**config.mk**
```make
export PLATFORM = sky130hd
export DESIGN_NAME = tpbs_shade
export DESIGN_NICKNAME = d
export VERILOG_FILES = /design/src/triangle_pixel_barycentric_shade_unit_assert.svh /design/src/tpbs_pkg.sv /design/src/tpbs_shade.sv
export SDC_FILE = /design/constraint.sdc
export NUM_CORES = 2
export LEC_CHECK = 0
export BUFFER_PORTS_ARGS = -buffer_cell sky130_fd_sc_hd__buf_2
export CAP_MARGIN = 40
export CORE_MARGIN = 2
export CORE_UTILIZATION = 59
export DETAILED_ROUTE_END_ITERATION = 10
export GPL_TIMING_DRIVEN = 0
export HOLD_SLACK_MARGIN = 0.12
export PLACE_DENSITY = 0.82
export SYNTH_ARGS = -nofsm -noshare
export SYNTH_HDL_FRONTEND = slang
export SYNTH_SLANG_ARGS = --single-unit
```
**constraint.sdc**
```tcl
create_clock -name clk -period 5.9 [get_ports clk]
set_clock_uncertainty 0.1 [all_clocks]
set_input_delay 1.18 -clock clk [delete_from_list [all_inputs] [get_ports clk]]
set_output_delay 1.18 -clock clk [all_outputs]
set_load 0.005 [all_outputs]
```
**src/triangle_pixel_barycentric_shade_unit_assert.svh**
```systemverilog
// assertion macros for the triangle pixel shade unit
`ifndef TRIANGLE_PIXEL_BARYCENTRIC_SHADE_UNIT_ASSERT_SVH
`define TRIANGLE_PIXEL_BARYCENTRIC_SHADE_UNIT_ASSERT_SVH
`ifndef ASSERT_OFF
`define TPBS_ASSERT(lbl, clk_s, rst_s, prop, msg) \
  lbl: assert property (@(posedge clk_s) disable iff (rst_s) prop) else $error(msg);
`define TPBS_ASSERT_NORST(lbl, clk_s, prop, msg) \
  lbl: assert property (@(posedge clk_s) prop) else $error(msg);
`else
`define TPBS_ASSERT(lbl, clk_s, rst_s, prop, msg)
`define TPBS_ASSERT_NORST(lbl, clk_s, prop, msg)
`endif
`endif

```
**src/tpbs_pkg.sv**
```systemverilog
// shared types, constants and field helpers of the triangle pixel shade unit
`default_nettype none
package tpbs_pkg;
  localparam int COORD_BITS       = 12;
  localparam int COLOR_BITS       = 24;
  localparam int CHAN_BITS        = 8;
  localparam int WEIGHT_FRAC_BITS = 16;
  localparam int VERTEX_BITS      = 2 * COORD_BITS + COLOR_BITS;
  localparam int DIFF_BITS        = COORD_BITS + 1;
  localparam int PROD_BITS        = 2 * DIFF_BITS;
  localparam int EDGE_BITS        = 2 * COORD_BITS + 3;
  localparam int MAG_BITS         = 2 * COORD_BITS + 2;
  localparam int APB_DATA_BITS    = 64;
  localparam int APB_ADDR_BITS    = 5;
  localparam int REG_IDX_LSB      = 3;

  typedef logic signed [COORD_BITS-1:0] coord_t;
  typedef logic [CHAN_BITS-1:0] chan_t;

  typedef enum logic [1:0] {
    REG_VERTEX_A = 2'd0,
    REG_VERTEX_B = 2'd1,
    REG_VERTEX_C = 2'd2
  } reg_idx_t;

  typedef struct packed {
    coord_t pixel_x;
    coord_t pixel_y;
  } pixel_in_t;

  typedef struct packed {
    coord_t out_x;
    coord_t out_y;
    chan_t  red;
    chan_t  green;
    chan_t  blue;
    logic   winding;
  } pixel_out_t;

  function automatic coord_t vtx_x(input logic [VERTEX_BITS-1:0] v);
    return coord_t'(v[COLOR_BITS+COORD_BITS +: COORD_BITS]);
  endfunction

  function automatic coord_t vtx_y(input logic [VERTEX_BITS-1:0] v);
    return coord_t'(v[COLOR_BITS +: COORD_BITS]);
  endfunction

  // channel 0 red, 1 green, 2 blue
  function automatic chan_t vtx_chan(input logic [VERTEX_BITS-1:0] v, input int k);
    return v[(2-k)*CHAN_BITS +: CHAN_BITS];
  endfunction
endpackage
`default_nettype wire

```
**src/tpbs_shade.sv**
```systemverilog
// colour interpolation, rounding and clamping (three stages, last is the output register)
`default_nettype none
module tpbs_shade #(
  parameter int WEIGHT_FRAC_BITS = tpbs_pkg::WEIGHT_FRAC_BITS
) (
  input  wire logic                             clk,
  input  wire logic                             rst,
  input  wire logic                             en,
  input  wire logic                             in_valid,
  input  wire logic [WEIGHT_FRAC_BITS:0]        vq,
  input  wire logic [WEIGHT_FRAC_BITS:0]        wq,
  input  wire tpbs_pkg::coord_t                 in_x,
  input  wire tpbs_pkg::coord_t                 in_y,
  input  wire logic                             in_wind,
  input  wire logic [tpbs_pkg::VERTEX_BITS-1:0] vertex_a,
  input  wire logic [tpbs_pkg::VERTEX_BITS-1:0] vertex_b,
  input  wire logic [tpbs_pkg::VERTEX_BITS-1:0] vertex_c,
  output logic                                  out_valid,
  output tpbs_pkg::pixel_out_t                  out_data
);
  import tpbs_pkg::*;

  localparam int WW = WEIGHT_FRAC_BITS + 2;
  localparam int PW = WEIGHT_FRAC_BITS + 11;
  localparam logic [WW-1:0] ONE = WW'(1) << WEIGHT_FRAC_BITS;
  localparam logic signed [PW-1:0] HALF = PW'(1) << (WEIGHT_FRAC_BITS - 1);
  localparam logic signed [PW-1:0] CHAN_MAX = PW'(255);

  typedef logic signed [WW-1:0] wgt_t;
  typedef logic signed [PW-1:0] acc_t;

  function automatic chan_t clamp_chan(input acc_t s);
    acc_t t;
    t = s >>> WEIGHT_FRAC_BITS;
    if (s < 0) begin
      return '0;
    end else if (t > CHAN_MAX) begin
      return '1;
    end
    return t[CHAN_BITS-1:0];
  endfunction

  // stage a: third weight
  logic   a_valid, a_wind;
  coord_t a_x, a_y;
  wgt_t   a_uq, a_vq, a_wq;
  // stage b: weighted channels
  logic   b_valid, b_wind;
  coord_t b_x, b_y;
  acc_t   b_pu [3];
  acc_t   b_pv [3];
  acc_t   b_pw [3];
  acc_t   sum  [3];

  always_comb begin
    for (int k = 0; k < 3; k++) begin
      sum[k] = b_pu[k] + b_pv[k] + b_pw[k] + HALF;
    end
  end

  always_ff @(posedge clk) begin
    if (rst) begin
      a_valid   <= 1'b0;
      b_valid   <= 1'b0;
      out_valid <= 1'b0;
    end else if (en) begin
      a_valid   <= in_valid;
      b_valid   <= a_valid;
      out_valid <= b_valid;
    end
  end

  always_ff @(posedge clk) begin
    if (en) begin
      a_x    <= in_x;
      a_y    <= in_y;
      a_wind <= in_wind;
      a_uq   <= ONE - WW'(vq) - WW'(wq);
      a_vq   <= WW'(vq);
      a_wq   <= WW'(wq);

      b_x    <= a_x;
      b_y    <= a_y;
      b_wind <= a_wind;
      for (int k = 0; k < 3; k++) begin
        b_pu[k] <= PW'(a_uq) * PW'($signed({1'b0, vtx_chan(vertex_a, k)}));
        b_pv[k] <= PW'(a_vq) * PW'($signed({1'b0, vtx_chan(vertex_b, k)}));
        b_pw[k] <= PW'(a_wq) * PW'($signed({1'b0, vtx_chan(vertex_c, k)}));
      end

      out_data.out_x   <= b_x;
      out_data.out_y   <= b_y;
      out_data.red     <= clamp_chan(sum[0]);
      out_data.green   <= clamp_chan(sum[1]);
      out_data.blue    <= clamp_chan(sum[2]);
      out_data.winding <= b_wind;
    end
  end
endmodule
`default_nettype wire

```
==> key figures <==
Placement
  • Port bufs: 175
  • Placed Area: 61000 um2
  • Global placer's final weighted congestion: approximately 0.96
  • Detail Placement HPWL: 126000 um

Yosys
  • Asr flop ratio synth: 0%
  • Cell count after synthesis: 5942
  • Seq/Total Area, Yosys: around 20%
  • EDFF count, synth: 382
  • Synth Cell Area: 58200 um2
  • Syn_nets: roughly 7.7k
  • Flops & latches, synth: 385
  • Ys Warns: 0
  • Post-synth top cells: 1370 x inv_1, 955 x fa_1, 771 x and2_1, 609 x ha_1, 555 x nand2_1
  • Top FF cell, synth: edfxtp_1
  • Count leader, synth: inv_1
  • Largest cells by area after synthesis: fa_1 33%, edfxtp_1 20%, ha_1 13%
  • Syn Area/Cell: 9.80 um2
  • Post-synth top area share: 32.8%
  • Area leader, netlist: fa_1
  • Unique cell type count in the Yosys netlist: 72

Routing
  • Routed via count: 42.0k
  • Detailed-route wire length: 153000 um
  • Post-route DRC violation count: 0
  • First-pass DRT Iterations: 5
  • Avg WL per Cell: 20.4 um
  • Routed Antenna Nets: 0
  • Vias per cell: 5.59
  • Iter 0 DRT Violations: ~3.1k

STA
  • Max-slew headroom: 43.4%
  • Crit share post-route: ~100%
  • RSZ-0062 raised after global routing: yes
  • Final slew viol count: 0
  • Crit path time final: just under 6000 ps
  • Setup violators final: 0
  • Fmax: 170 MHz
  • Final hold vios: 0
  • Worst Tran Pin Value: roughly 850 ps
  • Hold slack: 311 ps

Layout
  • Nets: roughly 8.0k
  • Post-route cell area: 63300 um2
  • Fill cells: 7779
  • Layout cell share with drive strength beyond 1: just under 8%
  • Area growth from synthesis to final layout: 8.68%

Setup path
  • Crit path top cell by count: fa_1
  • Crit Path Max Fanout: 10
  • Crit-path cells: buf_2 > buf_4 > and2_1 > fa_1 > inv_1 > fa_1 > inv_1 > fa_1 > fa_1 > ha_2 > nand3_1 > o22ai_2 > nor4_4 > o211ai_1 > nand2b_1 > buf_4 > o21bai_1 > a21oi_1 > xnor2_1
  • Kind of critical path: primary input to flop
  • Slowest cell on the critical path: xnor2_1
  • Critical path buffer and inverter count: 5
  • Startpoint Class: primary input
  • Worst Path Arrival: 6100 ps
  • Worst setup EP type: flop
  • Critical path's top delay family: adder cells
  • Critical Path Max Stage Delay: 570 ps
  • Worst EP required: 6120 ps

CTS
  • Clk root buf: clkbuf_16
  • Worst skew pair latency: 640 ps
  • TritonCTS clock tree: built
  • CTS buffer count: 44
  • Clk slew on worst S/H paths: 70 ps
  • Clock sink count: 385
  • CTS Buffer Depth: 3
  • Number of H-tree levels: 2

GRT
  • Largest net degree at the start of global routing: 119
  • First-pass GRT wire length: 243000 um
  • Remaining global-route overflow: 0
  • GRT Total Usage: 31.2%
  • Vias in the first global route: 44.9k
  • Initial antenna violation count: 12

Floorplanning
  • CORE AREA: 98100 um2
  • Starting Density: 59.3%
  • Die ar.: just over 100000 um2
  • Die height: ~320 um
  • Die W: ~320 um
  • Io pins: 257
  • Rows: about 120

Flow run
  • Max Cap Viol: 0

Min path
  • Hold crit path type: flop to flop

Status
  • Status: finished clean
-- final timing paths --
path                             startpoint            to  slack, ps  cells past startpoint
worst max-delay path            vertex_b[2]   b_pv[0][68]         20                     19
worst min-delay path                 b_y[4]  out_data[29]        310                      0
worst max register to register      a_wq[1]   b_pw[0][24]         60                     18
worst min register to register       b_y[4]  out_data[29]        310                      0
-- sequential cells by signal, indices dropped and copies added, names as in the netlist, 17 cells and up --
name	count
a_wq	17
a_uq	18
b_pw	75
b_pu	81
a_vq	17
out_data	49
b_pv	75
-- stage by stage --
stage          std cells  utilization, %  TNS, ps  setup WS (ps)
6_report            7517            64.5        0           20.0
5_1_grt             7513            64.5     -357           -112
4_1_cts             7492            63.9     -143           -143
3_5_place_dp        7409            62.1   -44610          -1200
3_3_place_gp        7404            62.0  -824430          -2260
2_1_floorplan       5942               -        0           1.84
-- worst register-to-register path, cell delays in order (launching register included) --
cell,delay [ps]
edfxtp_1,530
clkbuf_2,360
and2_1,260
fa_1,520
fa_1,440
fa_1,510
fa_1,440
ha_2,220
nor4_1,270
o21ai_1,180
a41oi_2,280
o21ai_2,150
o41ai_4,360
o21ai_2,150
o211a_1,250
o21a_1,180
nor2_1,140
xnor2_1,90
buf_4,180
-- logic make-up after synthesis --
| kind of cell | Yosys count | synth area share, % |
|---|---|---|
| simple gates | 1715 | 15.2 |
| fa+ha+maj | 1564 | 45.9 |
| buf+inv | 1561 | 10.1 |
| compound gates | 491 | 5.55 |
| flops | 385 | 19.8 |
| xor+xnor | 221 | 3.37 |
| mux | 5 | 0.0881 |
-- layer usage --
| metal | share of wire, % | wire (um) | GRT usage [%] | up-vias |
|---|---|---|---|---|
| li1 | - | - | - | 18754 |
| met1 | 37 | 56900 | 38.8 | 21095 |
| met2 | 47 | 71800 | 50.4 | 1742 |
| met3 | 10 | 15500 | 8.13 | 435 |
| met4 | 5.9 | 9060 | 16.1 | 10 |
| met5 | 0.045 | 69 | 0 | - |
-- layout by cell type (no fill, tap or decap), drive strengths merged, types with 6 or more instances in the layout --
cell / netlist / final
nor2: 147 / 147
and3: 30 / 30
nand4: 11 / 11
o21bai: 24 / 24
nor2b: 38 / 38
o21a: 47 / 47
or3: 18 / 18
fa: 955 / 955
nor3: 55 / 55
and2: 771 / 771
a31o: 6 / 6
nand3: 48 / 48
clkinv: 1 / 19
o41ai: 7 / 7
nand2b: 20 / 20
a21oi: 148 / 148
a211oi: 24 / 24
buf: 2 / 235
xnor2: 161 / 161
o211ai: 10 / 10
o31ai: 6 / 6
a21boi: 13 / 13
edfxtp: 382 / 382
a21o: 47 / 47
nand2: 555 / 555
a31oi: 23 / 23
o21ai: 92 / 92
inv: 1371 / 1374
or2: 9 / 9
clkbuf: 187 / 203
a211o: 6 / 6
ha: 609 / 609
diode: 0 / 8
xor2: 60 / 60
-- timing repair --
action	in CTS	in global routing
buffers inserted	5	20
setup endpoints to repair	33	40
hold endpoints to repair	0	0
hold buffers	0	0
pin swaps	2	22
resized for setup	106	175
-- area by class of cell --
class                   count  area (um2)  share of cell area [%]
diodes                      8        20.0                  0.0316
multi-input cells        3996       41300                    65.3
inverters                1372        5150                    8.14
clock buffers              48        1120                    1.76
repair buffers            205        1180                    1.86
flip-flops and latches    385       11500                    18.2
plain buffers             185         995                    1.57
well taps                1287        1610                    2.54
clock inverters            31         353                   0.558
Power is left out: the tool's default activity adds up to more than one toggle a clock period on the data nets, which glitch-free logic cannot reach.
