## config.mk

```make
export PLATFORM = sky130hd
export DESIGN_NAME = tpbs_edge
export DESIGN_NICKNAME = d
export VERILOG_FILES = /design/src/triangle_pixel_barycentric_shade_unit_assert.svh /design/src/tpbs_pkg.sv /design/src/tpbs_edge.sv
export SDC_FILE = /design/constraint.sdc
export NUM_CORES = 2
export LEC_CHECK = 0
export ABC_AREA = 1
export BUFFER_PORTS_ARGS = -buffer_cell sky130_fd_sc_hd__buf_2
export CAP_MARGIN = 20
export CELL_PAD_IN_SITES_DETAIL_PLACEMENT = 0
export CELL_PAD_IN_SITES_GLOBAL_PLACEMENT = 2
export CORE_ASPECT_RATIO = 1.5
export CORE_UTILIZATION = 44
export DETAILED_ROUTE_END_ITERATION = 8
export HOLD_SLACK_MARGIN = 0.1
export PLACE_DENSITY = 0.86
export SYNTH_ARGS = -nofsm -noshare
export SYNTH_HDL_FRONTEND = slang
export SYNTH_SLANG_ARGS = --single-unit
```

## constraint.sdc

```tcl
create_clock -name clk -period 9.1 [get_ports clk]
set_input_delay 0 -clock clk [delete_from_list [all_inputs] [get_ports clk]]
set_output_delay 0 -clock clk [all_outputs]
set_load 0.02 [all_outputs]
```

## src/triangle_pixel_barycentric_shade_unit_assert.svh

```systemverilog
// assertion macros for the triangle pixel shade unit
`ifndef TRIANGLE_PIXEL_BARYCENTRIC_SHADE_UNIT_ASSERT_SVH
`define TRIANGLE_PIXEL_BARYCENTRIC_SHADE_UNIT_ASSERT_SVH
`ifndef ASSERT_OFF
`define TPBS_ASSERT(lbl, clk_s, rst_s, prop, msg) \
  lbl: assert property (@(posedge clk_s) disable iff (rst_s) prop) else $error(msg);
`define TPBS_ASSERT_NORST(lbl, clk_s, prop, msg) \
  lbl: assert property (@(posedge clk_s) prop) else $error(msg);
`else
`define TPBS_ASSERT(lbl, clk_s, rst_s, prop, msg)
`define TPBS_ASSERT_NORST(lbl, clk_s, prop, msg)
`endif
`endif

```

## src/tpbs_pkg.sv

```systemverilog
// shared types, constants and field helpers of the triangle pixel shade unit
`default_nettype none
package tpbs_pkg;
  localparam int COORD_BITS       = 12;
  localparam int COLOR_BITS       = 24;
  localparam int CHAN_BITS        = 8;
  localparam int WEIGHT_FRAC_BITS = 16;
  localparam int VERTEX_BITS      = 2 * COORD_BITS + COLOR_BITS;
  localparam int DIFF_BITS        = COORD_BITS + 1;
  localparam int PROD_BITS        = 2 * DIFF_BITS;
  localparam int EDGE_BITS        = 2 * COORD_BITS + 3;
  localparam int MAG_BITS         = 2 * COORD_BITS + 2;
  localparam int APB_DATA_BITS    = 64;
  localparam int APB_ADDR_BITS    = 5;
  localparam int REG_IDX_LSB      = 3;

  typedef logic signed [COORD_BITS-1:0] coord_t;
  typedef logic [CHAN_BITS-1:0] chan_t;

  typedef enum logic [1:0] {
    REG_VERTEX_A = 2'd0,
    REG_VERTEX_B = 2'd1,
    REG_VERTEX_C = 2'd2
  } reg_idx_t;

  typedef struct packed {
    coord_t pixel_x;
    coord_t pixel_y;
  } pixel_in_t;

  typedef struct packed {
    coord_t out_x;
    coord_t out_y;
    chan_t  red;
    chan_t  green;
    chan_t  blue;
    logic   winding;
  } pixel_out_t;

  function automatic coord_t vtx_x(input logic [VERTEX_BITS-1:0] v);
    return coord_t'(v[COLOR_BITS+COORD_BITS +: COORD_BITS]);
  endfunction

  function automatic coord_t vtx_y(input logic [VERTEX_BITS-1:0] v);
    return coord_t'(v[COLOR_BITS +: COORD_BITS]);
  endfunction

  // channel 0 red, 1 green, 2 blue
  function automatic chan_t vtx_chan(input logic [VERTEX_BITS-1:0] v, input int k);
    return v[(2-k)*CHAN_BITS +: CHAN_BITS];
  endfunction
endpackage
`default_nettype wire

```

## src/tpbs_edge.sv

```systemverilog
// edge products, coverage test and divider operand set-up (five stages)
`default_nettype none
module tpbs_edge #(
  parameter int WEIGHT_FRAC_BITS = tpbs_pkg::WEIGHT_FRAC_BITS
) (
  input  wire logic                                  clk,
  input  wire logic                                  rst,
  input  wire logic                                  en,
  input  wire logic                                  in_valid,
  input  wire tpbs_pkg::pixel_in_t                   pixel,
  input  wire logic [tpbs_pkg::VERTEX_BITS-1:0]      vertex_a,
  input  wire logic [tpbs_pkg::VERTEX_BITS-1:0]      vertex_b,
  input  wire logic [tpbs_pkg::VERTEX_BITS-1:0]      vertex_c,
  output logic                                       out_valid,
  output tpbs_pkg::coord_t                           out_x,
  output tpbs_pkg::coord_t                           out_y,
  output logic                                       out_wind,
  output logic [tpbs_pkg::MAG_BITS-1:0]              den_mag,
  output logic [tpbs_pkg::MAG_BITS+WEIGHT_FRAC_BITS:0] num_v,
  output logic [tpbs_pkg::MAG_BITS+WEIGHT_FRAC_BITS:0] num_w
);
  import tpbs_pkg::*;

  localparam int NUM_BITS = MAG_BITS + WEIGHT_FRAC_BITS + 1;

  typedef logic signed [DIFF_BITS-1:0] diff_t;
  typedef logic signed [PROD_BITS-1:0] prod_t;
  typedef logic signed [EDGE_BITS-1:0] edge_t;

  function automatic logic [MAG_BITS-1:0] abs_mag(input edge_t v);
    edge_t n;
    n = v[EDGE_BITS-1] ? -v : v;
    return n[MAG_BITS-1:0];
  endfunction

  coord_t ax, ay, bx, by, cx, cy;
  assign ax = vtx_x(vertex_a);
  assign ay = vtx_y(vertex_a);
  assign bx = vtx_x(vertex_b);
  assign by = vtx_y(vertex_b);
  assign cx = vtx_x(vertex_c);
  assign cy = vtx_y(vertex_c);

  // stage 1: coordinate differences
  logic   s1_valid;
  coord_t s1_px, s1_py;
  diff_t  s1_ac_x, s1_ac_y, s1_pc_x, s1_pc_y;
  diff_t  s1_ba_x, s1_ba_y, s1_pa_x, s1_pa_y;
  diff_t  s1_cb_x, s1_cb_y, s1_pb_x, s1_pb_y;
  // stage 2: products
  logic   s2_valid;
  coord_t s2_px, s2_py;
  prod_t  s2_m0, s2_m1, s2_m2, s2_m3, s2_m4, s2_m5;
  // stage 3: edge products
  logic   s3_valid;
  coord_t s3_px, s3_py;
  edge_t  s3_d1, s3_d2, s3_d3;
  // stage 4: coverage, denominator, magnitudes
  logic   s4_valid, s4_wind;
  coord_t s4_px, s4_py;
  edge_t  s4_den;
  logic [MAG_BITS-1:0] s4_av, s4_aw;
  logic   cov_neg, cov_pos;
  logic [MAG_BITS-1:0] den_abs;

  assign cov_neg = (s3_d1 < 0) && (s3_d2 < 0) && (s3_d3 < 0);
  assign cov_pos = (s3_d1 > 0) && (s3_d2 > 0) && (s3_d3 > 0);
  assign den_abs = abs_mag(s4_den);

  always_ff @(posedge clk) begin
    if (rst) begin
      s1_valid  <= 1'b0;
      s2_valid  <= 1'b0;
      s3_valid  <= 1'b0;
      s4_valid  <= 1'b0;
      out_valid <= 1'b0;
    end else if (en) begin
      s1_valid  <= in_valid;
      s2_valid  <= s1_valid;
      s3_valid  <= s2_valid;
      s4_valid  <= s3_valid && (cov_neg || cov_pos);
      out_valid <= s4_valid;
    end
  end

  always_ff @(posedge clk) begin
    if (en) begin
      s1_px   <= pixel.pixel_x;
      s1_py   <= pixel.pixel_y;
      s1_ac_x <= DIFF_BITS'(ax) - DIFF_BITS'(cx);
      s1_ac_y <= DIFF_BITS'(ay) - DIFF_BITS'(cy);
      s1_pc_x <= DIFF_BITS'(pixel.pixel_x) - DIFF_BITS'(cx);
      s1_pc_y <= DIFF_BITS'(pixel.pixel_y) - DIFF_BITS'(cy);
      s1_ba_x <= DIFF_BITS'(bx) - DIFF_BITS'(ax);
      s1_ba_y <= DIFF_BITS'(by) - DIFF_BITS'(ay);
      s1_pa_x <= DIFF_BITS'(pixel.pixel_x) - DIFF_BITS'(ax);
      s1_pa_y <= DIFF_BITS'(pixel.pixel_y) - DIFF_BITS'(ay);
      s1_cb_x <= DIFF_BITS'(cx) - DIFF_BITS'(bx);
      s1_cb_y <= DIFF_BITS'(cy) - DIFF_BITS'(by);
      s1_pb_x <= DIFF_BITS'(pixel.pixel_x) - DIFF_BITS'(bx);
      s1_pb_y <= DIFF_BITS'(pixel.pixel_y) - DIFF_BITS'(by);

      s2_px <= s1_px;
      s2_py <= s1_py;
      s2_m0 <= PROD_BITS'(s1_ac_x) * PROD_BITS'(s1_pc_y);
      s2_m1 <= PROD_BITS'(s1_ac_y) * PROD_BITS'(s1_pc_x);
      s2_m2 <= PROD_BITS'(s1_ba_x) * PROD_BITS'(s1_pa_y);
      s2_m3 <= PROD_BITS'(s1_ba_y) * PROD_BITS'(s1_pa_x);
      s2_m4 <= PROD_BITS'(s1_cb_x) * PROD_BITS'(s1_pb_y);
      s2_m5 <= PROD_BITS'(s1_cb_y) * PROD_BITS'(s1_pb_x);

      s3_px <= s2_px;
      s3_py <= s2_py;
      s3_d1 <= EDGE_BITS'(s2_m0) - EDGE_BITS'(s2_m1);
      s3_d2 <= EDGE_BITS'(s2_m2) - EDGE_BITS'(s2_m3);
      s3_d3 <= EDGE_BITS'(s2_m4) - EDGE_BITS'(s2_m5);

      // d1 is the b weight numerator, d2 the c weight numerator, sum the area
      s4_px   <= s3_px;
      s4_py   <= s3_py;
      s4_wind <= cov_pos;
      s4_den  <= s3_d1 + s3_d2 + s3_d3;
      s4_av   <= abs_mag(s3_d1);
      s4_aw   <= abs_mag(s3_d2);

      // dividend carries half the divisor for round to nearest
      out_x    <= s4_px;
      out_y    <= s4_py;
      out_wind <= s4_wind;
      den_mag  <= den_abs;
      num_v    <= NUM_BITS'({s4_av, {WEIGHT_FRAC_BITS{1'b0}}}) + NUM_BITS'(den_abs >> 1);
      num_w    <= NUM_BITS'({s4_aw, {WEIGHT_FRAC_BITS{1'b0}}}) + NUM_BITS'(den_abs >> 1);
    end
  end
endmodule
`default_nettype wire

```

==> impl_metrics.csv <==
group,metric,value,unit
status,status,"complete, no violations",
floorplanning,coreArea,175000,um^2
place,io_buffers,237,
place,dp_hpwl,187000,um
clock_network,clk_path_buf_depth,3,
yosys,avgSynthCellArea,8.94,um^2
timing,finalCritPeriodShare,0.669,
global_routing,grt_max_degree,167,
floorplanning,num_io_pins,310,
critical_path,critPathLaunch,"s1_pa_y[4]",
clock_network,ctsHtreeMaxLevel,3,
yosys,syn_area,77700,um^2
timing,rsz0062_at_grt,"no",
critical_path,ff2ff_path_depth,18,
run,cap_violations,0,
yosys,yosysSeqAreaShare,0.262,
critical_path,crit_cells,18,
timing,timing.slew.headroom,0.317,
yosys,ys_types,50,
critical_path,crit_path_cell_trace,"nand2_1 -> fa_1 -> inv_1 -> fa_1 -> inv_1 -> fa_1 -> inv_1 -> fa_1 -> inv_1 -> fa_1 -> inv_1 -> ha_1 -> ha_1 -> nand2_1 -> nor4_1 -> nand4_1 -> nand3_1 -> xor2_1",
critical_path,path_class,"reg2reg",
yosys,async_reset_ff_frac,0,
timing,max_freq,0.164,GHz
floorplanning,die-area,178000,um^2
routing,drc,0,
finish,area_growth,9.41,%
routing,routed_via_density,5.08,
timing,worstMarginPinSlew,1.02,ns
timing,finalSetupViolCount,0,
critical_path,crit_slowest_cell,"edfxtp_1",
critical_path,endpoint,"s2_m2[23]",
yosys,ys_warn_count,0,
clock_network,cts_root_buf,"clkbuf_16",
yosys,syn_nets,10541,
clock_network,cts_setup_buffers,0,
floorplanning,num_rows,188,
clock_network,clkSinkCount,679,
critical_path,crit_path_end_kind,"register",
global_routing,overflow,0,
global_routing,antenna_found_initial,6,
place,place.gp.congestion,1.06,
global_routing,track_usage,0.252,
routing,vias,57363,
yosys,synth_edf_count,674,
timing,slew_violations,0,
yosys,synthCells,8682,
yosys,ys_ff_latch,679,
timing,hold_viol,0,
clock_network,numCtsBuffers,75,
global_routing,grt_first_pass_wirelength,344000,um
critical_path,ff2ff_setup_slack,3.01,ns
critical_path,path_buf_inv,5,
routing,detail_route.first_pass.iterations,7,
routing,drtAntennaViolNets,0,
critical_path,arrival,6.51,ns
timing,finalSetupTns,0,ns
routing,avgRoutedWirePerCell,19.6,um
global_routing,grt_pass1_vias,60914,
floorplanning,die_y,517,um
routing,totalWireLength,222000,um
finish,num-fill-cells,16996,
critical_path,crit_fanout,13,
clock_network,clock_latency,0.72,ns
clock_network,path_clk_slew,0.07,ns
critical_path,reg2reg_from,"s1_pa_y[4]",
routing,first_iter_violations,2886,
timing,period_minus_slack,6.09,ns
clock_network,cts_tree,"built",
yosys,ys.flop_type,"edfxtp_1",
floorplanning,initial_core_util,0.444,
timing,skew,0.0578,ns
critical_path,worst_path_largest_cell_delay,0.79,ns
finish,drive_gt1_frac,0.0490,
critical_path,startpoint_type,"register",
hold_path,hold_path.class,"in2reg",
critical_path,r2r_end,"s2_m2[23]",
finish,fin_nets,10816,
critical_path,critical-path-top-delay-family,"adder cells",
critical_path,worstPathRequired,9.52,ns
floorplanning,dieWidth,345,um
-- cell usage after synthesis (78+ instances only) --
cell / count / area share
edfxtp_1: 674 / 0.26
fa_1: 1016 / 0.26
nand3_1: 247 / 0.016
clkbuf_1: 160 / 0.0077
xor2_1: 282 / 0.032
inv_1: 2014 / 0.097
a21oi_1: 410 / 0.026
nand2_1: 1870 / 0.090
nand4_1: 78 / 0.0063
ha_1: 671 / 0.11
o21ai_0: 225 / 0.015
nor2_1: 467 / 0.023
xnor2_1: 175 / 0.020
-- flip-flops by register name, indices dropped and copies added (netlist names), 26 cells and up --
name / flops
s2_m4: 26
s3_d2: 27
s4_av: 26
s2_m2: 26
s2_m1: 26
num_v: 27
s4_den: 27
s2_m0: 26
s2_m5: 26
s3_d3: 27
den_mag: 26
s2_m3: 26
s4_aw: 26
s3_d1: 27
num_w: 27
-- stage by stage --
step	setup WS, ns	cells	utilization	hold WS (ns)	instance area, um^2
3_3_place_gp	3.11	11012	0.463	0.197	81000
6_report	3.01	11302	0.485	0.190	85000
2_1_floorplan	3.83	8682	-	0.0691	77700
5_1_grt	2.68	11300	0.485	0.182	85000
3_5_place_dp	3.03	11012	0.463	0.200	81000
4_1_cts	3.00	11299	0.485	0.130	85000
-- worst reg2reg max path, stage by stage (launching register included) --
cell and delay [ns]:
edfxtp_1 0.79, nand2_1 0.27, fa_1 0.58, inv_1 0.14, fa_1 0.63, inv_1 0.11, fa_1 0.50, inv_1 0.05
fa_1 0.49, inv_1 0.05, fa_1 0.49, inv_1 0.05, ha_1 0.26, ha_1 0.40, nand2_1 0.14, nor4_1 0.54
nand4_1 0.17, nand3_1 0.12, xor2_1 0.06
-- cells by family (layout without fill, tap and decap cells) --
group / after synthesis / after routing / share of synthesized area
XOR/XNOR: 457 / 457 / 0.0515
flip-flops: 679 / 679 / 0.262
other: 0 / 3 / 0
buffers and inverters: 2211 / 2548 / 0.108
AO/OA/AOI/OAI: 833 / 833 / 0.0607
adder cells (fa/ha/maj): 1687 / 1687 / 0.370
AND/OR/NAND/NOR: 2815 / 2815 / 0.147
-- cell usage in the layout (no fill, tap or decap), types with 17 or more instances in the layout --
cell type | synthesis | layout
clkbuf_16 | 0 | 76
nand3_1 | 247 | 247
dlygate4sd3_1 | 0 | 148
a31oi_1 | 17 | 17
edfxtp_1 | 674 | 674
nor4_1 | 20 | 20
a21oi_1 | 410 | 410
ha_1 | 671 | 671
buf_2 | 0 | 236
nor3_1 | 62 | 62
a21o_1 | 32 | 32
o21bai_1 | 35 | 35
inv_1 | 2014 | 2014
nand4_1 | 78 | 78
nand2_1 | 1870 | 1870
xnor2_1 | 175 | 175
nor2_1 | 467 | 467
fa_1 | 1016 | 1016
o21ai_0 | 225 | 225
or2_2 | 26 | 26
xor2_1 | 282 | 282
-- routing by layer --
layer / track usage / vias up / wire (um)
met5: 0 / - / 26
met4: 0.131 / 4 / 12300
met3: 0.0257 / 386 / 8080
met2: 0.467 / 1316 / 114000
met1: 0.286 / 28210 / 86800
li1: - / 27447 / -
-- timing repair --
item,CTS,global route
hold buffers,148,0
endpoints found under the setup margin,0,0
gates resized for setup,0,0
endpoints found under the hold margin,235,0
-- how the worst min path moves through the flow --
| stage | startpoint | to | cells past startpoint |
|---|---|---|---|
| after global placement | pixel[12] | s1_px[0] | 1 |
| final | pixel[16] | s1_px[4] | 2 |
| after CTS | pixel[1] | s1_py[1] | 2 |
| after global routing | pixel[16] | s1_px[4] | 2 |
| after detailed placement | pixel[12] | s1_px[0] | 1 |
| after floorplan | rst | out_valid | 1 |
-- area by class of cell --
cell class / count / area [um^2] / share of cell area
Inverter: 2015 / 7560 / 0.0890
Multi-Input combinational cell: 5792 / 48900 / 0.575
Timing Repair Buffer: 394 / 2780 / 0.0328
Tap cell: 2280 / 2850 / 0.0336
Antenna cell: 3 / 7.51 / 0.0000884
Sequential cell: 679 / 20300 / 0.239
Clock inverter: 53 / 584 / 0.00688
Clock buffer: 86 / 1940 / 0.0228
Power is left out: the tool's default activity adds up to more than one toggle a clock period on the data nets, which glitch-free logic cannot reach.
