File: src/triangle_pixel_barycentric_shade_unit_assert.svh
// assertion macros for the triangle pixel shade unit
`ifndef TRIANGLE_PIXEL_BARYCENTRIC_SHADE_UNIT_ASSERT_SVH
`define TRIANGLE_PIXEL_BARYCENTRIC_SHADE_UNIT_ASSERT_SVH
`ifndef ASSERT_OFF
`define TPBS_ASSERT(lbl, clk_s, rst_s, prop, msg) \
  lbl: assert property (@(posedge clk_s) disable iff (rst_s) prop) else $error(msg);
`define TPBS_ASSERT_NORST(lbl, clk_s, prop, msg) \
  lbl: assert property (@(posedge clk_s) prop) else $error(msg);
`else
`define TPBS_ASSERT(lbl, clk_s, rst_s, prop, msg)
`define TPBS_ASSERT_NORST(lbl, clk_s, prop, msg)
`endif
`endif

File: src/tpbs_pkg.sv
// shared types, constants and field helpers of the triangle pixel shade unit
`default_nettype none
package tpbs_pkg;
  localparam int COORD_BITS       = 12;
  localparam int COLOR_BITS       = 24;
  localparam int CHAN_BITS        = 8;
  localparam int WEIGHT_FRAC_BITS = 16;
  localparam int VERTEX_BITS      = 2 * COORD_BITS + COLOR_BITS;
  localparam int DIFF_BITS        = COORD_BITS + 1;
  localparam int PROD_BITS        = 2 * DIFF_BITS;
  localparam int EDGE_BITS        = 2 * COORD_BITS + 3;
  localparam int MAG_BITS         = 2 * COORD_BITS + 2;
  localparam int APB_DATA_BITS    = 64;
  localparam int APB_ADDR_BITS    = 5;
  localparam int REG_IDX_LSB      = 3;

  typedef logic signed [COORD_BITS-1:0] coord_t;
  typedef logic [CHAN_BITS-1:0] chan_t;

  typedef enum logic [1:0] {
    REG_VERTEX_A = 2'd0,
    REG_VERTEX_B = 2'd1,
    REG_VERTEX_C = 2'd2
  } reg_idx_t;

  typedef struct packed {
    coord_t pixel_x;
    coord_t pixel_y;
  } pixel_in_t;

  typedef struct packed {
    coord_t out_x;
    coord_t out_y;
    chan_t  red;
    chan_t  green;
    chan_t  blue;
    logic   winding;
  } pixel_out_t;

  function automatic coord_t vtx_x(input logic [VERTEX_BITS-1:0] v);
    return coord_t'(v[COLOR_BITS+COORD_BITS +: COORD_BITS]);
  endfunction

  function automatic coord_t vtx_y(input logic [VERTEX_BITS-1:0] v);
    return coord_t'(v[COLOR_BITS +: COORD_BITS]);
  endfunction

  // channel 0 red, 1 green, 2 blue
  function automatic chan_t vtx_chan(input logic [VERTEX_BITS-1:0] v, input int k);
    return v[(2-k)*CHAN_BITS +: CHAN_BITS];
  endfunction
endpackage
`default_nettype wire

File: src/tpbs_div_step.sv
// one registered restoring-division step for both weights
`default_nettype none
module tpbs_div_step #(
  parameter int MAG_W = tpbs_pkg::MAG_BITS,
  parameter int Q_W   = tpbs_pkg::WEIGHT_FRAC_BITS + 1,
  parameter int PAY_W = 2 * tpbs_pkg::COORD_BITS + 1
) (
  input  wire logic             clk,
  input  wire logic             rst,
  input  wire logic             en,
  input  wire logic             in_valid,
  input  wire logic [MAG_W-1:0] in_d,
  input  wire logic [PAY_W-1:0] in_pay,
  input  wire logic [MAG_W-1:0] in_r_v,
  input  wire logic [Q_W-1:0]   in_lo_v,
  input  wire logic [Q_W-1:0]   in_q_v,
  input  wire logic [MAG_W-1:0] in_r_w,
  input  wire logic [Q_W-1:0]   in_lo_w,
  input  wire logic [Q_W-1:0]   in_q_w,
  output logic                  out_valid,
  output logic [MAG_W-1:0]      out_d,
  output logic [PAY_W-1:0]      out_pay,
  output logic [MAG_W-1:0]      out_r_v,
  output logic [Q_W-1:0]        out_lo_v,
  output logic [Q_W-1:0]        out_q_v,
  output logic [MAG_W-1:0]      out_r_w,
  output logic [Q_W-1:0]        out_lo_w,
  output logic [Q_W-1:0]        out_q_w
);
  logic [MAG_W:0] t_v, t_w, dx;
  logic           ge_v, ge_w;
  logic [MAG_W:0] sub_v, sub_w;

  assign dx    = {1'b0, in_d};
  assign t_v   = {in_r_v, in_lo_v[Q_W-1]};
  assign t_w   = {in_r_w, in_lo_w[Q_W-1]};
  assign ge_v  = t_v >= dx;
  assign ge_w  = t_w >= dx;
  assign sub_v = t_v - dx;
  assign sub_w = t_w - dx;

  always_ff @(posedge clk) begin
    if (rst) begin
      out_valid <= 1'b0;
    end else if (en) begin
      out_valid <= in_valid;
    end
  end

  always_ff @(posedge clk) begin
    if (en) begin
      out_d    <= in_d;
      out_pay  <= in_pay;
      out_r_v  <= ge_v ? sub_v[MAG_W-1:0] : t_v[MAG_W-1:0];
      out_r_w  <= ge_w ? sub_w[MAG_W-1:0] : t_w[MAG_W-1:0];
      out_lo_v <= in_lo_v << 1;
      out_lo_w <= in_lo_w << 1;
      out_q_v  <= {in_q_v[Q_W-2:0], ge_v};
      out_q_w  <= {in_q_w[Q_W-2:0], ge_w};
    end
  end
endmodule
`default_nettype wire

File: config.mk
export PLATFORM = sky130hd
export DESIGN_NAME = tpbs_div_step
export DESIGN_NICKNAME = d
export VERILOG_FILES = /design/src/triangle_pixel_barycentric_shade_unit_assert.svh /design/src/tpbs_pkg.sv /design/src/tpbs_div_step.sv
export SDC_FILE = /design/constraint.sdc
export NUM_CORES = 1
export LEC_CHECK = 0
export ABC_AREA = 0
export ABC_CLOCK_PERIOD_IN_PS = 3500
export BUFFER_PORTS_ARGS = -buffer_cell sky130_fd_sc_hd__clkbuf_2
export CORE_MARGIN = 3
export CORE_UTILIZATION = 44
export CTS_CLUSTER_SIZE = 30
export DETAILED_ROUTE_END_ITERATION = 8
export PLACE_DENSITY_LB_ADDON = 0.1
export SKIP_LAST_GASP = 1
export SLEW_MARGIN = 20
export SYNTH_ARGS = -nofsm -noshare
export SYNTH_HDL_FRONTEND = slang
export SYNTH_SLANG_ARGS = --single-unit
export TNS_END_PERCENT = 100
File: constraint.sdc
create_clock -name clk -period 3.5 [get_ports clk]
set_clock_uncertainty 0.2 [all_clocks]
set_input_delay 0.7 -clock clk [delete_from_list [all_inputs] [get_ports clk]]
set_output_delay 0.7 -clock clk [all_outputs]
set_load 0.05 [all_outputs]
==> results of run 1 <==
==> sequential cells by signal, indices dropped and copies added, names as in the netlist <==
signal and flops:
out_d 26, out_r_v 26, out_r_w 26, out_pay 25
out_q_v 17, out_q_w 17, out_lo_v 16, out_lo_w 16
out_valid 1
==> power by group through the flow <==
stage,Clock [uW],Sequential [uW],Combinational [uW]
6_report,1840,2550,1980
5_1_grt,1970,2570,2110
4_1_cts,1880,2550,1990
3_5_place_dp,0,2600,1990
3_3_place_gp,0,2590,1970
2_1_floorplan,0,3340,620
==> worst max path at each step <==
stage	startpoint	endpoint	slack [ps]	cells past startpoint
floorplan	in_lo_v[16]	out_r_v[24]$_DFFE_PP_	20	12
global placement	in_lo_v[16]	out_r_v[24]$_DFFE_PP_	-190	13
detailed placement	in_lo_v[16]	out_r_v[24]$_DFFE_PP_	-230	13
CTS	in_lo_v[16]	out_r_v[24]$_DFFE_PP_	230	13
global route	in_lo_v[16]	out_r_v[24]$_DFFE_PP_	80	13
finish	in_d[0]	out_r_w[22]$_DFFE_PP_	260	12
==> cell usage in the layout (no fill, tap or decap), types with 5 or more instances in the layout <==
cell type	instances
inv_1	39
nand2_1	31
buf_4	71
o21bai_1	9
o211ai_1	7
nor2_1	19
clkbuf_2	341
xor2_1	14
inv_8	6
nor3_1	9
buf_12	6
mux2_1	15
mux2_4	18
ha_1	52
a21o_1	28
nand4_1	12
nor2b_1	5
clkbuf_16	17
mux2_2	15
edfxtp_1	169
and3_1	9
o21ai_0	17
nand3_1	7
a21oi_1	51
o21a_1	5
xnor2_1	30
==> what timing repair did <==
| action | CTS | global route |
|---|---|---|
| gates resized for setup | 0 | 1 |
| endpoints found under the setup margin | 0 | 1 |
| hold buffers | 0 | 0 |
| buffers inserted | 0 | 0 |
==> worst max-delay path: stages <==
cell      delay, ps
clkbuf_2        120
ha_1            220
inv_1            70
fa_1            200
a21o_1          120
a21oi_1          80
o21ai_1         210
a21oi_1         150
a311o_1         400
or4b_1          500
and3_1          200
mux2_2          250
==> kinds of logic (layout without fill, tap and decap cells) <==
group           after synthesis  count (layout)
mux                          51              51
fa+ha+maj                    54              54
other cells                   1               2
buf+inv                      55             490
compound gates              157             157
flops                       170             170
simple gates                108             108
xor+xnor                     44              44
==> final cells by class <==
class / count / area (um^2) / share of cell area, %
timing repair buffer: 419 / 2371 / 20.01
multi-input combinational: 416 / 3332 / 28.12
inverter: 39 / 146.4 / 1.235
tap: 260 / 325.3 / 2.745
clock buffer: 18 / 429.2 / 3.622
sequential: 170 / 5095 / 42.99
clock inverter: 14 / 151.4 / 1.278
==> per-layer routing <==
metal  vias to the layer above  wire, um
met1                      3151      9434
met3                        36      1719
li1                       3293         -
met4                         4       564
met5                         -        25
met2                       245     12270
==> stage by stage <==
stage | std cells | utilization, %
floorplan | 641 | -
global placement | 1304 | 59.23
detailed placement | 1304 | 59.23
CTS | 1336 | 62.28
global route | 1336 | 62.31
finish | 1336 | 62.31
==> flow_metrics.tcl, run 1 <==
set metrics [dict create \
    critPathCaptureType "register" \
    yosys-top-cells-count "169 x edfxtp_1, 52 x ha_1, 51 x a21oi_1, 39 x inv_1, 31 x nand2_1" \
    p_leak_uw 0.005471 \
    drive_above_1_share_pct 46.28 \
    cts_root_buf "clkbuf_16" \
    use_met2_pct 39.20 \
    clock_tree.buffer_depth 2 \
    p_sw_share_pct 35.46 \
    grt_max_degree 62 \
    gp_congestion 0.8452 \
    critPathMaxFanout 4 \
    worstMarginPinSlew_ps 568.4 \
    max_slew_margin_pct 62.11 \
    start_util_pct 45.63 \
    crit_arrival_ps 3220 \
    grt_use_met3_pct 5.493 \
    diodes 0 \
    p_per_area_nw_per_um2 537.5 \
    die_h_um 146.4 \
    place_ws_ps -234.3 \
    clock_power_share_pct 28.9 \
    reg2reg_to "out_valid$_SDFFE_PP0P_" \
    required_ps 3480 \
    grt_setup_unrepaired "false" \
    route.detailed.vias_per_inst 5.037 \
    synth-compound-area-share_pct 12.23 \
    clk_latency_ps 420 \
    syn_to_final_growth_pct 36.57 \
    crit_type "input port to register" \
    synth_largest_area_cell "edfxtp_1" \
    final_hold_viol_count 0 \
    wirelength_um 24020 \
    grt_usage_pct 22.12 \
    placed_cell_area_um2 11260 \
    synth.distinct_cells 66 \
    met1_usage_pct 26.43 \
    synth_area_leaders "edfxtp_1 58%, ha_1 7.5%, mux2_4 3.1%" \
    syn_area_um2 8677 \
    status "finished clean" \
    r2r_cells 2 \
    muxShareOfSynthArea_pct 7.354 \
    synth_flop_cell "edfxtp_1" \
    chipWidth_um 146.4 \
    slew_violations 0 \
    reg2reg_slack_ps 2720 \
    clkTransAtPathRegs_ps 70 \
    synth_seq_cells 170 \
    avgSynthCellArea_um2 13.56 \
    numCtsBuffers 17 \
    fmax_mhz 308.6 \
    ir_worst_vdd_mv 0.3613 \
    synth.most_common_cell "edfxtp_1" \
    r2r_start "out_valid$_SDFFE_PP0P_" \
    placementRows 50 \
    core-area_um2 19020 \
    seq_area_frac_synth_pct 58.72 \
    synth_edf_count 169 \
    synth-simple-area-share_pct 6.273 \
    synth_xor_area_share_pct 4.441 \
    first_iter_violations 303 \
    p_comb_share_pct 31.0 \
    antenna_left 0 \
    min_path_cells 2 \
    final_cell_area_um2 11850 \
    post-route-period-util_pct 92.59 \
    fin_setup_tns_ps 0 \
    synthAdderAreaFrac_pct 7.960 \
    worstHoldPathType "input port to register" \
    synthCells 640 \
    vias 6729 \
    firstDrtPassIters 6 \
    synth_top_area_share_pct 58.49 \
    cap_viol_max_count 0 \
    intPower_uw 4111 \
    fin_nets 1292 \
    avgRoutedWirePerCell_um 17.98 \
    cts.sinks 170 \
    grt_antenna_before_repair 2 \
    grt_pass1_vias 6562 \
    nFillCells 1571 \
    seqPwrFrac_pct 40.0 \
    synthArstFlopShare_pct 0 \
    finalWorstSetupSlack_ps 259.5 \
    critPathLaunchType "input port" \
    netSwitchingPower_uw 2259 \
    synth_warnings 0 \
    setup_viol 0 \
    ioPinCount 347 \
    synth_top_family_by_area "compound AO/OA/AOI/OAI gates" \
    total_power_uw 6369 \
    dpl.hpwl_um 19510 \
    hold_start "rst" \
    drc 0 \
    grt_pass1_wl_um 36800 \
    grt_remaining_overflow 0 \
    top_usage_layer "met2" \
    cts_tree "built" \
    port_buffers 342 \
    hold_ws_ps 230.8 \
    cts_max_level 4 \
    finalCriticalPeriod_ps 3241 \
    whs_endpoint "out_valid$_SDFFE_PP0P_" \
    dieArea_um2 21440 \
]
(Power assumes the default switching activity.)
==> inputs of run 2 (changes only) <==
- ABC_CLOCK_PERIOD_IN_PS: 3500 -> 3840
- CORE_UTILIZATION: 44 -> 45
- clock period: 3.5 -> 3.84 ns (I/O delays scaled with it)
==> run 2 against run 1 <==
- largest cell class unchanged
- worst hold slack improved by 65 ps
- global-route usage decreased by 0.20 points
- critical path depth up 1
==> flow_metrics.tcl, run 2 (synthesis results as in run 1) <==
set metrics [dict create \
    status "finished clean" \
    drc 0 \
    multi_input_area_um2 3327 \
    worstMarginPinSlew_ps 776.4 \
    post_cts_buffers 0 \
    grt_remaining_overflow 0 \
    firstDrtPassIters 4 \
    grt_pass1_vias 6305 \
    placementRows 50 \
    fin_nets 1244 \
    cts_tree "built" \
    gp_congestion 0.8747 \
    fin_setup_tns_ps 0 \
    seqCellArea_um2 5095 \
    diodes 0 \
    post-route-util_pct 60.95 \
    setup_viol 0 \
    hold_start "rst" \
    core-area_um2 18830 \
    clk_latency_ps 420 \
    p_leak_uw 0.005243 \
    min_path_cells 2 \
    slew_violations 0 \
    critPathLaunchType "input port" \
    syn_to_final_growth_pct 32.27 \
    whs_endpoint "out_valid$_SDFFE_PP0P_" \
    finalCriticalPeriod_ps 3402 \
    clock_tree.buffer_depth 2 \
    die_h_um 144.9 \
    hold_buffers 0 \
    cts.sinks 170 \
    drive_above_1_share_pct 43.77 \
    wirelength_um 23840 \
    critPathMaxFanout 3 \
    clkTransAtPathRegs_ps 70 \
    fmax_mhz 294.0 \
    reg2reg_to "out_valid$_SDFFE_PP0P_" \
    crit_type "input port to register" \
    dpl.hpwl_um 19190 \
    ir_worst_vdd_mv 0.2859 \
    finalWorstSetupSlack_ps 438.3 \
    critPathCaptureType "register" \
    vias 6539 \
    post-route-period-util_pct 88.59 \
    route.detailed.vias_per_inst 5.077 \
    required_ps 3810 \
    antenna_left 0 \
    nFillCells 1561 \
    cts_max_level 4 \
    first_iter_violations 332 \
    cts_resized 0 \
    chipWidth_um 144.9 \
    numCtsBuffers 17 \
    crit_path_start "in_lo_v[16]" \
    layout_common_cells "341 x clkbuf_2, 169 x edfxtp_1, 52 x ha_1" \
    crit_arrival_ps 3370 \
    grt_max_degree 80 \
    final_hold_viol_count 0 \
    start_util_pct 46.08 \
    dp_cells 1256 \
    ioPinCount 347 \
    avgRoutedWirePerCell_um 18.51 \
    cts_root_buf "clkbuf_16" \
    r2r_cells 2 \
    dieArea_um2 20980 \
    final_cell_count_no_fill 1288 \
    grt_usage_pct 21.92 \
    grt_pass1_wl_um 34700 \
    top_regs "out_d x26, out_r_v x26, out_r_w x26" \
    grt_antenna_before_repair 0 \
    port_buffers 342 \
    mostFrequentLayoutCell "clkbuf_2" \
    reg2reg_slack_ps 3060 \
    p_per_area_nw_per_um2 502.7 \
    place_ws_ps 25.29 \
    grt_setup_unrepaired "false" \
    r2r_start "out_valid$_SDFFE_PP0P_" \
    max_slew_margin_pct 48.24 \
    cap_viol_max_count 0 \
    worstHoldPathType "input port to register" \
]
run 2: report_power, final:
group	leakage [uW]	internal (uW)	switching, uW
clock	0.000293	880	836
sequential	0.00166	2280	48.4
combinational	0.00329	539	1190
run 2: worst max path at each step:
| stage | to | slack, ps |
|---|---|---|
| finish | out_r_v[24]$_DFFE_PP_ | 440 |
| global route | out_r_v[24]$_DFFE_PP_ | 200 |
| CTS | out_r_v[24]$_DFFE_PP_ | 480 |
| detailed placement | out_r_v[24]$_DFFE_PP_ | 30 |
| global placement | out_r_v[24]$_DFFE_PP_ | 30 |
| floorplan | out_r_v[24]$_DFFE_PP_ | 290 |
run 2: critical path, stage by stage:
cell and delay [ps]:
clkbuf_2 80, inv_1 70, ha_1 180, inv_1 60, fa_1 380, a21oi_1 200, o211ai_1 160, a31oi_1 300
nand2b_1 90, a21o_1 200, a2111oi_1 460, xnor2_1 150, mux2_4 280
run 2: metrics by stage:
stage | total power (uW) | instance area (um^2) | hold WS (ps)
6_report | 5769 | 11480 | 295.6
5_1_grt | 6019 | 11480 | 286.3
4_1_cts | 5831 | 11480 | 273.5
3_5_place_dp | 4097 | 10880 | 287.2
3_3_place_gp | 4087 | 10880 | 277.1
2_1_floorplan | 3613 | 8681 | 532.6
run 2: final cells by class:
type / instances / area share [%]
sequential: 170 / 44.39
inverter: 39 / 1.275
tap: 260 / 2.834
timing repair buffer: 371 / 17.30
clock buffer: 17 / 3.707
clock inverter: 15 / 1.504
multi-input combinational: 416 / 28.99
run 2: routing by layer:
metal | global-route usage, % | wire length [um] | vias to the layer above
met5 | 0 | 0 | -
met1 | 26.72 | 9604 | 3096
li1 | - | - | 3192
met4 | 7.707 | 506 | 0
met2 | 38.35 | 11990 | 223
met3 | 4.798 | 1738 | 28
==> inputs of run 3 (changes only) <==
- ABC_CLOCK_PERIOD_IN_PS: 3840 -> 3900
- clock period: 3.84 -> 3.9 ns (I/O delays scaled with it)
==> run 3 against run 2 <==
- critical endpoint unchanged
- register-to-register slack improved by 60 ps
- largest cell class unchanged
- sequential share of layout area up 0.19 points
- sequential cell count stayed put
==> flow_metrics.tcl, run 3 (synthesis results as in run 1) <==
set metrics [dict create \
    clkTransAtPathRegs_ps 80 \
    worstHoldPathType "input port to register" \
    finalCriticalPeriod_ps 3508 \
    slew_violations 0 \
    grt_pass1_vias 6271 \
    core-area_um2 18830 \
    top_regs "out_d x26, out_r_v x26, out_r_w x26" \
    clk_latency_ps 430 \
    grt_setup_unrepaired "false" \
    grt_antenna_before_repair 1 \
    cts_root_buf "clkbuf_16" \
    grt_max_degree 82 \
    p_per_area_nw_per_um2 497.1 \
    dieArea_um2 20980 \
    fin_nets 1239 \
    min_path_cells 2 \
    crit_type "input port to register" \
    reg2reg_slack_ps 3120 \
    antenna_left 0 \
    post-route-period-util_pct 89.94 \
    cts_max_level 4 \
    grt_remaining_overflow 0 \
    vias 6515 \
    layout_common_cells "341 x clkbuf_2, 169 x edfxtp_1, 52 x ha_1" \
    hold_ws_ps 295.3 \
    numCtsBuffers 17 \
    total_power_uw 5681 \
    gp_congestion 0.8720 \
    diodes 0 \
    p_leak_uw 0.005215 \
    cap_viol_max_count 0 \
    critPathCaptureType "register" \
    r2r_start "out_valid$_SDFFE_PP0P_" \
    post-route-util_pct 60.68 \
    dpl.hpwl_um 19230 \
    ioPinCount 347 \
    critPathLaunchType "input port" \
    wirelength_um 23970 \
    critPathMaxFanout 3 \
    cts_tree "built" \
    worstMarginPinSlew_ps 782.6 \
    cts_resized 0 \
    hold_buffers 0 \
    cts.sinks 170 \
    final_hold_viol_count 0 \
    hold_start "rst" \
    grt_usage_pct 22.00 \
    fmax_mhz 285.1 \
    grt_pass1_wl_um 34800 \
    route.detailed.vias_per_inst 5.078 \
    avgRoutedWirePerCell_um 18.68 \
    mostFrequentLayoutCell "clkbuf_2" \
    fin_setup_tns_ps 0 \
    reg2reg_to "out_valid$_SDFFE_PP0P_" \
    first_iter_violations 251 \
    drc 0 \
    port_buffers 342 \
    post_cts_buffers 0 \
    crit_arrival_ps 3490 \
    firstDrtPassIters 4 \
    r2r_cells 2 \
    max_slew_margin_pct 47.83 \
    ir_worst_vdd_mv 0.3104 \
    die_h_um 144.9 \
    syn_to_final_growth_pct 31.69 \
    finalWorstSetupSlack_ps 392.5 \
    place_ws_ps 63.62 \
    drive_above_1_share_pct 43.50 \
    whs_endpoint "out_valid$_SDFFE_PP0P_" \
    setup_viol 0 \
    chipWidth_um 144.9 \
    status "finished clean" \
    start_util_pct 46.08 \
    required_ps 3880 \
    clock_tree.buffer_depth 2 \
    placementRows 50 \
]
-- run 3: cell types whose count changed in the layout (fill, tap and decap cells not counted), sizes merged --
cell	previous run	this run
buf	30	25
-- run 3: final cells by class --
cell class	count	area, um^2
inverters	39	146.4
multi-input cells	416	3327
fillers	1546	7403
repair buffers	366	1936
clock inverters	15	172.7
clock buffers	17	425.4
flip-flops and latches	170	5095
well taps	260	325.3
-- run 3: routing by layer --
layer  vias to the layer above  GRT usage (%)  wire length (um)
met3                        43          5.488              1828
met4                         2          8.886               704
met5                         -              0                11
met2                       238          37.82             11930
li1                       3192              -                 -
met1                      3040          26.49              9491
-- run 3: critical path, stage by stage --
cell       delay [ps]
clkbuf_2           80
inv_1              70
ha_1              170
inv_1              70
fa_1              380
a21oi_1           210
o211ai_1          160
a31oi_1           330
nand2b_1          100
a21o_1            200
a2111oi_1         490
xnor2_1           180
mux2_4            280
-- run 3: how the worst max path moves through the flow --
| stage | start | slack, ps | cells past startpoint | endpoint |
|---|---|---|---|---|
| finish | in_lo_v[16] | 390 | 13 | out_r_v[24]$_DFFE_PP_ |
| global route | in_lo_v[16] | 180 | 13 | out_r_v[24]$_DFFE_PP_ |
| CTS | in_d[0] | 470 | 12 | out_r_v[24]$_DFFE_PP_ |
| detailed placement | in_d[0] | 60 | 12 | out_r_v[24]$_DFFE_PP_ |
| global placement | in_d[0] | 90 | 12 | out_r_v[24]$_DFFE_PP_ |
| floorplan | in_lo_v[16] | 340 | 12 | out_r_v[24]$_DFFE_PP_ |
-- run 3: per-stage QoR --
stage                     instances  cell area [um^2]
after floorplan                 641              8681
after global placement         1251             10830
after detailed placement       1251             10830
after CTS                      1283             11430
after global routing           1283             11430
final                          1283             11430
-- run 3: power by group --
part,switching (uW),internal [uW]
registers,48.5,2240
logic,1170,523
clock network,833,866
total,2050,3630
